[config.mk]
export PLATFORM = sky130hd
export DESIGN_NAME = i2c_register_access_master_core
export DESIGN_NICKNAME = d
export VERILOG_FILES = /design/src/i2cram_pkg.sv /design/src/i2cram_step.sv /design/src/i2c_register_access_master_core.sv
export SDC_FILE = /design/constraint.sdc
export NUM_CORES = 1
export LEC_CHECK = 0
export ABC_AREA = 1
export ABC_CLOCK_PERIOD_IN_PS = 2550
export BUFFER_PORTS_ARGS = -buffer_cell sky130_fd_sc_hd__buf_2
export CAP_MARGIN = 30
export CORE_MARGIN = 8
export CORE_UTILIZATION = 35
export DETAILED_ROUTE_END_ITERATION = 10
export SYNTH_ARGS = -nofsm -noshare
export SYNTH_HDL_FRONTEND = slang
export SYNTH_SLANG_ARGS = --single-unit
[constraint.sdc]
create_clock -name clk_i -period 2.55 [get_ports clk_i]
set_input_delay 0.1275 -clock clk_i [delete_from_list [all_inputs] [get_ports clk_i]]
set_output_delay 0.1275 -clock clk_i [all_outputs]
set_load 0.02 [all_outputs]
[src/i2cram_pkg.sv]
// ----------------------------------------------------------------------------
// I2C register access master - package
// Beat types, command codes, phase encoding and sequencer state.
// ----------------------------------------------------------------------------
package i2cram_pkg;

  localparam logic [7:0] DEV_ADDR_RST = 8'h22;

  typedef enum logic [1:0] {
    OP_TICK  = 2'd0,
    OP_WRITE = 2'd1,
    OP_READ  = 2'd2,
    OP_BURST = 2'd3
  } op_e;

  typedef enum logic [8:0] {
    PH_IDLE   = 9'b000000001,
    PH_START  = 9'b000000010,
    PH_ADDRW  = 9'b000000100,
    PH_REG    = 9'b000001000,
    PH_DATA   = 9'b000010000,
    PH_RSTART = 9'b000100000,
    PH_ADDRR  = 9'b001000000,
    PH_RECV   = 9'b010000000,
    PH_STOP   = 9'b100000000
  } phase_e;

  typedef struct packed {
    logic [1:0] operation;
    logic [7:0] register_number;
    logic [7:0] write_data;
    logic [7:0] byte_count;
    logic       sda_in;
  } in_t;

  typedef struct packed {
    logic       scl_low;
    logic       sda_low;
    logic       busy_res;
    logic       byte_valid;
    logic [7:0] read_byte;
    logic       last_byte;
    logic       done_res;
    logic       address_nack;
  } out_t;

  typedef struct packed {
    phase_e     phase;
    logic [1:0] qcnt;
    logic [3:0] bcnt;
    logic [7:0] shift;
    logic [7:0] bytes_left;
    logic [1:0] hop;
    logic [7:0] hreg;
    logic [7:0] hdata;
    logic       nack;
    logic       scl;
    logic       sda;
  } st_t;

  // Sequencer state after reset: idle, both lines released, all else zero.
  localparam st_t ST_RST = '{phase: PH_IDLE, default: '0};

endpackage

[src/i2cram_step.sv]
// ----------------------------------------------------------------------------
// I2C register access master - sequencer step
// Next state and result for one beat, given the current sequencer state.
// ----------------------------------------------------------------------------
module i2cram_step import i2cram_pkg::*; (
  input  st_t        cur_i,
  input  in_t        item_i,
  input  logic [7:0] dev_addr_i,
  output st_t        nxt_o,
  output out_t       res_o
);

  op_e  op;
  logic q_end;
  logic bit_phase;
  logic is_addr;

  assign op        = op_e'(item_i.operation);
  assign q_end     = (cur_i.qcnt == 2'd3);
  assign bit_phase = (cur_i.bcnt < 4'd8);
  assign is_addr   = (cur_i.phase == PH_ADDRW) || (cur_i.phase == PH_ADDRR);

  always_comb begin
    nxt_o = cur_i;
    res_o = '0;
    if (cur_i.phase == PH_IDLE) begin
      nxt_o.scl = 1'b0;
      nxt_o.sda = 1'b0;
      if (op != OP_TICK) begin
        nxt_o.hop   = item_i.operation;
        nxt_o.hreg  = item_i.register_number;
        nxt_o.hdata = item_i.write_data;
        if (op == OP_BURST && item_i.byte_count != 8'd0) begin
          nxt_o.bytes_left = item_i.byte_count;
        end else begin
          nxt_o.bytes_left = 8'd1;
        end
        nxt_o.nack  = 1'b0;
        nxt_o.bcnt  = 4'd0;
        nxt_o.qcnt  = 2'd0;
        nxt_o.phase = PH_START;
      end
    end else if (op == OP_TICK) begin
      nxt_o.qcnt = cur_i.qcnt + 2'd1;
      case (cur_i.phase)
        PH_START: begin
          if (cur_i.qcnt >= 2'd2) nxt_o.sda = 1'b1;
          nxt_o.scl = 1'b0;
          if (q_end) begin
            nxt_o.phase = PH_ADDRW;
            nxt_o.shift = dev_addr_i;
            nxt_o.bcnt  = 4'd0;
          end
        end
        PH_RSTART: begin
          case (cur_i.qcnt)
            2'd0:    nxt_o.scl = 1'b1;
            2'd1:    nxt_o.sda = 1'b0;
            2'd2:    nxt_o.scl = 1'b0;
            default: nxt_o.sda = 1'b1;
          endcase
          if (q_end) begin
            nxt_o.phase = PH_ADDRR;
            nxt_o.shift = dev_addr_i | 8'h01;
            nxt_o.bcnt  = 4'd0;
          end
        end
        PH_ADDRW, PH_REG, PH_DATA, PH_ADDRR: begin
          if (cur_i.qcnt == 2'd0) nxt_o.scl = 1'b1;
          else if (cur_i.qcnt == 2'd2) nxt_o.scl = 1'b0;
          if (bit_phase) begin
            if (cur_i.qcnt == 2'd1) nxt_o.sda = ~cur_i.shift[7];
            if (q_end) begin
              nxt_o.shift = {cur_i.shift[6:0], 1'b0};
              nxt_o.bcnt  = cur_i.bcnt + 4'd1;
            end
          end else begin
            if (cur_i.qcnt == 2'd1) nxt_o.sda = 1'b0;
            if (q_end) begin
              if (is_addr) begin
                if (item_i.sda_in) begin
                  nxt_o.nack  = 1'b1;
                  nxt_o.phase = PH_STOP;
                end else if (cur_i.phase == PH_ADDRW) begin
                  nxt_o.phase = PH_REG;
                  nxt_o.shift = cur_i.hreg;
                  nxt_o.bcnt  = 4'd0;
                end else begin
                  nxt_o.phase = PH_RECV;
                  nxt_o.shift = 8'd0;
                  nxt_o.bcnt  = 4'd0;
                end
              end else if (cur_i.phase == PH_REG) begin
                if (op_e'(cur_i.hop) == OP_WRITE) begin
                  nxt_o.phase = PH_DATA;
                  nxt_o.shift = cur_i.hdata;
                  nxt_o.bcnt  = 4'd0;
                end else begin
                  nxt_o.phase = PH_RSTART;
                end
              end else begin
                nxt_o.phase = PH_STOP;
              end
            end
          end
        end
        PH_RECV: begin
          if (cur_i.qcnt == 2'd0) nxt_o.scl = 1'b1;
          else if (cur_i.qcnt == 2'd2) nxt_o.scl = 1'b0;
          if (bit_phase) begin
            if (cur_i.qcnt == 2'd1) nxt_o.sda = 1'b0;
            if (q_end) begin
              nxt_o.shift = {cur_i.shift[6:0], item_i.sda_in};
              nxt_o.bcnt  = cur_i.bcnt + 4'd1;
            end
          end else begin
            if (cur_i.qcnt == 2'd1) nxt_o.sda = (cur_i.bytes_left > 8'd1);
            if (q_end) begin
              res_o.byte_valid = 1'b1;
              res_o.read_byte  = cur_i.shift;
              res_o.last_byte  = (cur_i.bytes_left <= 8'd1);
              if (cur_i.bytes_left <= 8'd1) begin
                nxt_o.bytes_left = 8'd0;
                nxt_o.phase      = PH_STOP;
              end else begin
                nxt_o.bytes_left = cur_i.bytes_left - 8'd1;
                nxt_o.bcnt       = 4'd0;
                nxt_o.shift      = 8'd0;
              end
            end
          end
        end
        PH_STOP: begin
          case (cur_i.qcnt)
            2'd0: nxt_o.scl = 1'b1;
            2'd1: nxt_o.sda = 1'b1;
            2'd2: nxt_o.scl = 1'b0;
            default: begin
              nxt_o.sda          = 1'b0;
              res_o.done_res     = 1'b1;
              res_o.address_nack = cur_i.nack;
              nxt_o.phase        = PH_IDLE;
            end
          endcase
        end
        default: begin
          nxt_o.phase = PH_IDLE;
          nxt_o.qcnt  = 2'd0;
          nxt_o.scl   = 1'b0;
          nxt_o.sda   = 1'b0;
        end
      endcase
    end
    res_o.scl_low  = nxt_o.scl;
    res_o.sda_low  = nxt_o.sda;
    res_o.busy_res = (nxt_o.phase != PH_IDLE);
  end

endmodule

[src/i2c_register_access_master_core.sv]
// ----------------------------------------------------------------------------
// I2C register access master - top level
// Register write, register read and burst read transactions on an
// open-drain bus, advanced one quarter-bit per tick beat.
// ----------------------------------------------------------------------------
//
//  Channel   Direction  Handshake              Beat
//  --------  ---------  ---------------------  ------------------------------
//  in        sink       in_valid_i/in_ready_o  in_t: tick with SDA or command
//  out       source     out_valid_o/out_ready_i out_t: drive levels, read byte
//  cfg       sink       cfg_we_i               device address byte, no wait
//
//  Every beat passes through the input register, then through the sequencer
//  step into the result register; the state loop closes through st_q.
//  A new beat is taken every cycle while the result is not stalled.
//  Reset releases both lines, idles the sequencer and loads address 0x22.
//  A stalled result holds the input register, which in turn drops ready.
//
module i2c_register_access_master_core import i2cram_pkg::*; (
  input  logic       clk_i,
  input  logic       rst_ni,
  input  logic       in_valid_i,
  output logic       in_ready_o,
  input  in_t        in_data_i,
  output logic       out_valid_o,
  input  logic       out_ready_i,
  output out_t       out_data_o,
  input  logic       cfg_we_i,
  input  logic [7:0] cfg_wdata_i
);

  logic       in_vld_q, in_vld_d;
  in_t        in_q;
  logic       out_vld_q, out_vld_d;
  out_t       out_q;
  st_t        st_q, st_d;
  out_t       res;
  logic [7:0] dev_addr_q;
  logic       adv;
  logic       fire;
  logic       in_acc;

  // Advance when the result register is free or being emptied this cycle.
  assign adv        = !out_vld_q || out_ready_i;
  assign fire       = in_vld_q && adv;
  assign in_ready_o = !in_vld_q || adv;
  assign in_acc     = in_valid_i && in_ready_o;

  always_comb begin
    in_vld_d = in_vld_q;
    if (in_acc) begin
      in_vld_d = 1'b1;
    end else if (fire) begin
      in_vld_d = 1'b0;
    end
  end

  always_comb begin
    out_vld_d = out_vld_q;
    if (fire) begin
      out_vld_d = 1'b1;
    end else if (out_ready_i) begin
      out_vld_d = 1'b0;
    end
  end

  i2cram_step u_step (
    .cur_i      (st_q),
    .item_i     (in_q),
    .dev_addr_i (dev_addr_q),
    .nxt_o      (st_d),
    .res_o      (res)
  );

  // Control state and sequencer state.
  always_ff @(posedge clk_i or negedge rst_ni) begin
    if (!rst_ni) begin
      in_vld_q       <= 1'b0;
      out_vld_q      <= 1'b0;
      dev_addr_q     <= DEV_ADDR_RST;
      st_q           <= ST_RST;
    end else begin
      in_vld_q  <= in_vld_d;
      out_vld_q <= out_vld_d;
      if (cfg_we_i) begin
        dev_addr_q <= cfg_wdata_i;
      end
      if (fire) begin
        st_q <= st_d;
      end
    end
  end

  // Payload registers: hold while stalled.
  always_ff @(posedge clk_i) begin
    if (in_acc) begin
      in_q <= in_data_i;
    end
    if (fire) begin
      out_q <= res;
    end
  end

  assign out_valid_o = out_vld_q;
  assign out_data_o  = out_q;

endmodule

==> flow_summary.json <==
{
  "status": "finished, final reports clean",
  "synth_top_family_by_area": "simple AND/OR/NAND/NOR gates",
  "clkSinkCount": 104,
  "hold_path_class": "in2reg",
  "wire_per_inst_um": 14.4,
  "grt_pass1_vias": 4260,
  "setup_viol": 0,
  "max_slew_margin": 0.624,
  "synth-edff-count": 42,
  "cts_tree": "done",
  "std_cell_rows": 46,
  "synth_commonest_cells": "nand2_1, nor2_1, inv_1",
  "tns_ns": 0,
  "seq_area_um2": 2820,
  "hold_depth": 2,
  "combPwrFrac": 0.345,
  "slew_viol_final": 0,
  "path_class": "reg2reg",
  "yosys.cell_types.count": 49,
  "synthArstFlopShare": 0.596,
  "ys_ff_latch": 104,
  "drv_cap": 0,
  "met3_length_um": 652,
  "switching_share": 0.374,
  "clock-root-buffer": "clkbuf_16",
  "synth_mux_area_frac": 0.0509,
  "routabilityCongestion": 0.908,
  "postSynthCellCount": 596,
  "grt_usage": 0.137,
  "netlist_area_um2": 5530,
  "power_frac_seq": 0.412,
  "wirelength_um": 13200,
  "synth-compound-area-share": 0.0733,
  "insertion_delay_ns": 0.35,
  "drt_iter0_drc": 406,
  "multi_input_area_um2": 2350,
  "cp-end-kind": "register",
  "synthAdderAreaFrac": 0.0226,
  "p_leak_nw": 3.04,
  "slowest_delay_ns": 0.48,
  "drive_gt1_frac": 0.224,
  "fin_util": 0.430,
  "initial_core_util": 0.353,
  "synthFlopType": "dfrtp_1",
  "fp.dieW_um": 142,
  "wl_met1_um": 6280,
  "skew_ns": 0.00665,
  "r2r_cells": 11,
  "vias": 4376,
  "syn-num-nets": 646,
  "antenna_found_initial": 0,
  "path_depth": 11,
  "grt_max_degree": 63,
  "r2r-start": "st_q[51]",
  "min_from": "cfg_wdata_i[5]",
  "internal-power_w": 0.00373,
  "nNetsFinal": 745,
  "route.met2.wl_um": 6000,
  "finalPower_w": 0.00596,
  "synth.largest_area_cell": "dfrtp_1",
  "insertedDiodeCount": 0,
  "path_cells": "inv_2 > nand2_2 > nor3_4 > nand2_4 > ha_1 > nor2_1 > inv_1 > nor2_1 > nand3_2 > nand2_1 > nand2_1",
  "reg2reg_to": "st_q[39]",
  "critPathArrivalTime_ns": 2.46,
  "cp.required_ns": 2.79,
  "post_cts_buffers": 0,
  "yosys-top-cells-area": "dfrtp_1, edfxtp_1, nand2_1, nor2_1, inv_1",
  "fmax_mhz": 451,
  "core_um2": 15700,
  "yosys.area.top_type_share": 0.267,
  "dr.pass1.iters": 6,
  "switchingPower_w": 0.00223,
  "slowest_stage": "dfrtp_1",
  "highest_layer": "met4",
  "numPortBuffers": 56,
  "ios": 57,
  "vias_per_cell": 4.78,
  "yosysMostFrequentCell": "nand2_1",
  "grt_pass1_wl_um": 21800,
  "cts.reportedPaths.clkPinSlew_ns": 0.07,
  "rrSetupSlack_ns": 0.33,
  "final_antenna_net_count": 0,
  "yosysWarningCount": 0,
  "synthSimpleGateAreaFrac": 0.271,
  "startpoint_type": "register",
  "powerDensity_nw_per_um2": 885,
  "syn2layout_area_growth_pct": 21.9,
  "drc_errors": 0,
  "rsz0062_at_grt": "false",
  "die-area_um2": 20100,
  "clockBufferDepth": 2,
  "tightest_slew_ns": 0.564,
  "clkPwrFrac": 0.243,
  "crit_buf_inv": 2,
  "yosysSeqAreaShare": 0.510,
  "syn_avg_cell_area_um2": 9.27,
  "max-vdd-ir-drop_uv": 391,
  "hold_buffers": 35,
  "num-fill-cells": 1565,
  "crit_family": "simple AND/OR/NAND/NOR gates",
  "placed_cells": 865,
  "grt-ovfl-total": 0,
  "finalNonFillerCells": 916,
  "crit_fanout": 8,
  "numCtsBuffers": 9,
  "synthXorXnorAreaFrac": 0.00792,
  "finalCriticalPeriod_ns": 2.22,
  "hold_end": "dev_addr_q[5]",
  "h-tree-depth": 3,
  "hold_viol": 0,
  "hpwl_um": 9840,
  "period_share": 0.869,
  "cts_resized": 0,
  "fp.dieH_um": 142
}
==> logic make-up (layout without fill, tap and decap cells) <==
logic type | count (synthesis) | in the layout
flops | 104 | 104
xor+xnor | 5 | 5
compound gates | 67 | 67
simple gates | 302 | 302
mux | 22 | 22
fa+ha+maj | 10 | 10
buf+inv | 86 | 190
==> flip-flops by register name, indices dropped and copies added (netlist names) <==
signal	count
in_vld_q	1
dev_addr_q	8
in_q	27
st_q	52
out_data_o	15
out_valid_o	1
==> per-layer routing <==
metal,track usage,vias up
met5,0,-
met4,0.0554,0
met3,0.0269,19
met2,0.211,109
met1,0.185,2058
li1,-,2190
==> per-stage QoR <==
step / hold slack, ns / worst slack (ns) / instance area (µm²)
final: 0.0153 / 0.334 / 6740
after global routing: 0.0109 / 0.0748 / 6740
after CTS: 0.00213 / 0.328 / 6740
after detailed placement: 0.172 / 0.334 / 6080
after global placement: 0.167 / 0.330 / 6080
after floorplan: -0.168 / 0.549 / 5530
==> how the worst max path moves through the flow <==
stage | end | from
6_report | st_q[39] | st_q[51]
4_1_cts | out_data_o[14] | st_q[43]
2_1_floorplan | st_q[37] | in_q[26]
3_3_place_gp | out_data_o[14] | st_q[43]
3_5_place_dp | out_data_o[14] | st_q[43]
5_1_grt | st_q[39] | st_q[49]
==> placed cells by master (no fill, tap or decap), drive strengths merged <==
cell	netlist	routed
mux2	22	22
o2111ai	1	1
edfxtp	42	42
nand3	44	44
nor3	17	17
and3	2	2
o22ai	6	6
nand2	144	144
ha	10	10
o211ai	7	7
a31oi	1	1
a21boi	1	1
dfrtp	59	59
clkinv	2	4
nand4	14	14
a21oi	8	8
a22oi	2	2
dlygate4sd3	0	35
nor2	78	78
dfstp	3	3
xor2	3	3
inv	73	74
bufinv	0	1
o21ai	39	39
a211oi	1	1
o31ai	1	1
nor4	3	3
xnor2	2	2
clkbuf	4	12
buf	7	64
==> power by group through the flow <==
stage / combinational, W / sequential [W] / clock, W
after floorplan: 0.00154 / 0.00241 / 0
after global placement: 0.00199 / 0.00247 / 0
after detailed placement: 0.00201 / 0.00249 / 0
after CTS: 0.00207 / 0.00245 / 0.00149
after global routing: 0.00229 / 0.00251 / 0.00156
final: 0.00206 / 0.00245 / 0.00145
==> cell type report <==
| class | count | share of cell area |
|---|---|---|
| multi-input cells | 406 | 0.349 |
| well taps | 216 | 0.0401 |
| clock inverters | 4 | 0.00762 |
| repair buffers | 99 | 0.104 |
| inverters | 75 | 0.0423 |
| flip-flops and latches | 104 | 0.418 |
| clock buffers | 12 | 0.0383 |
No activity file was read; power rests on OpenSTA's default activity.
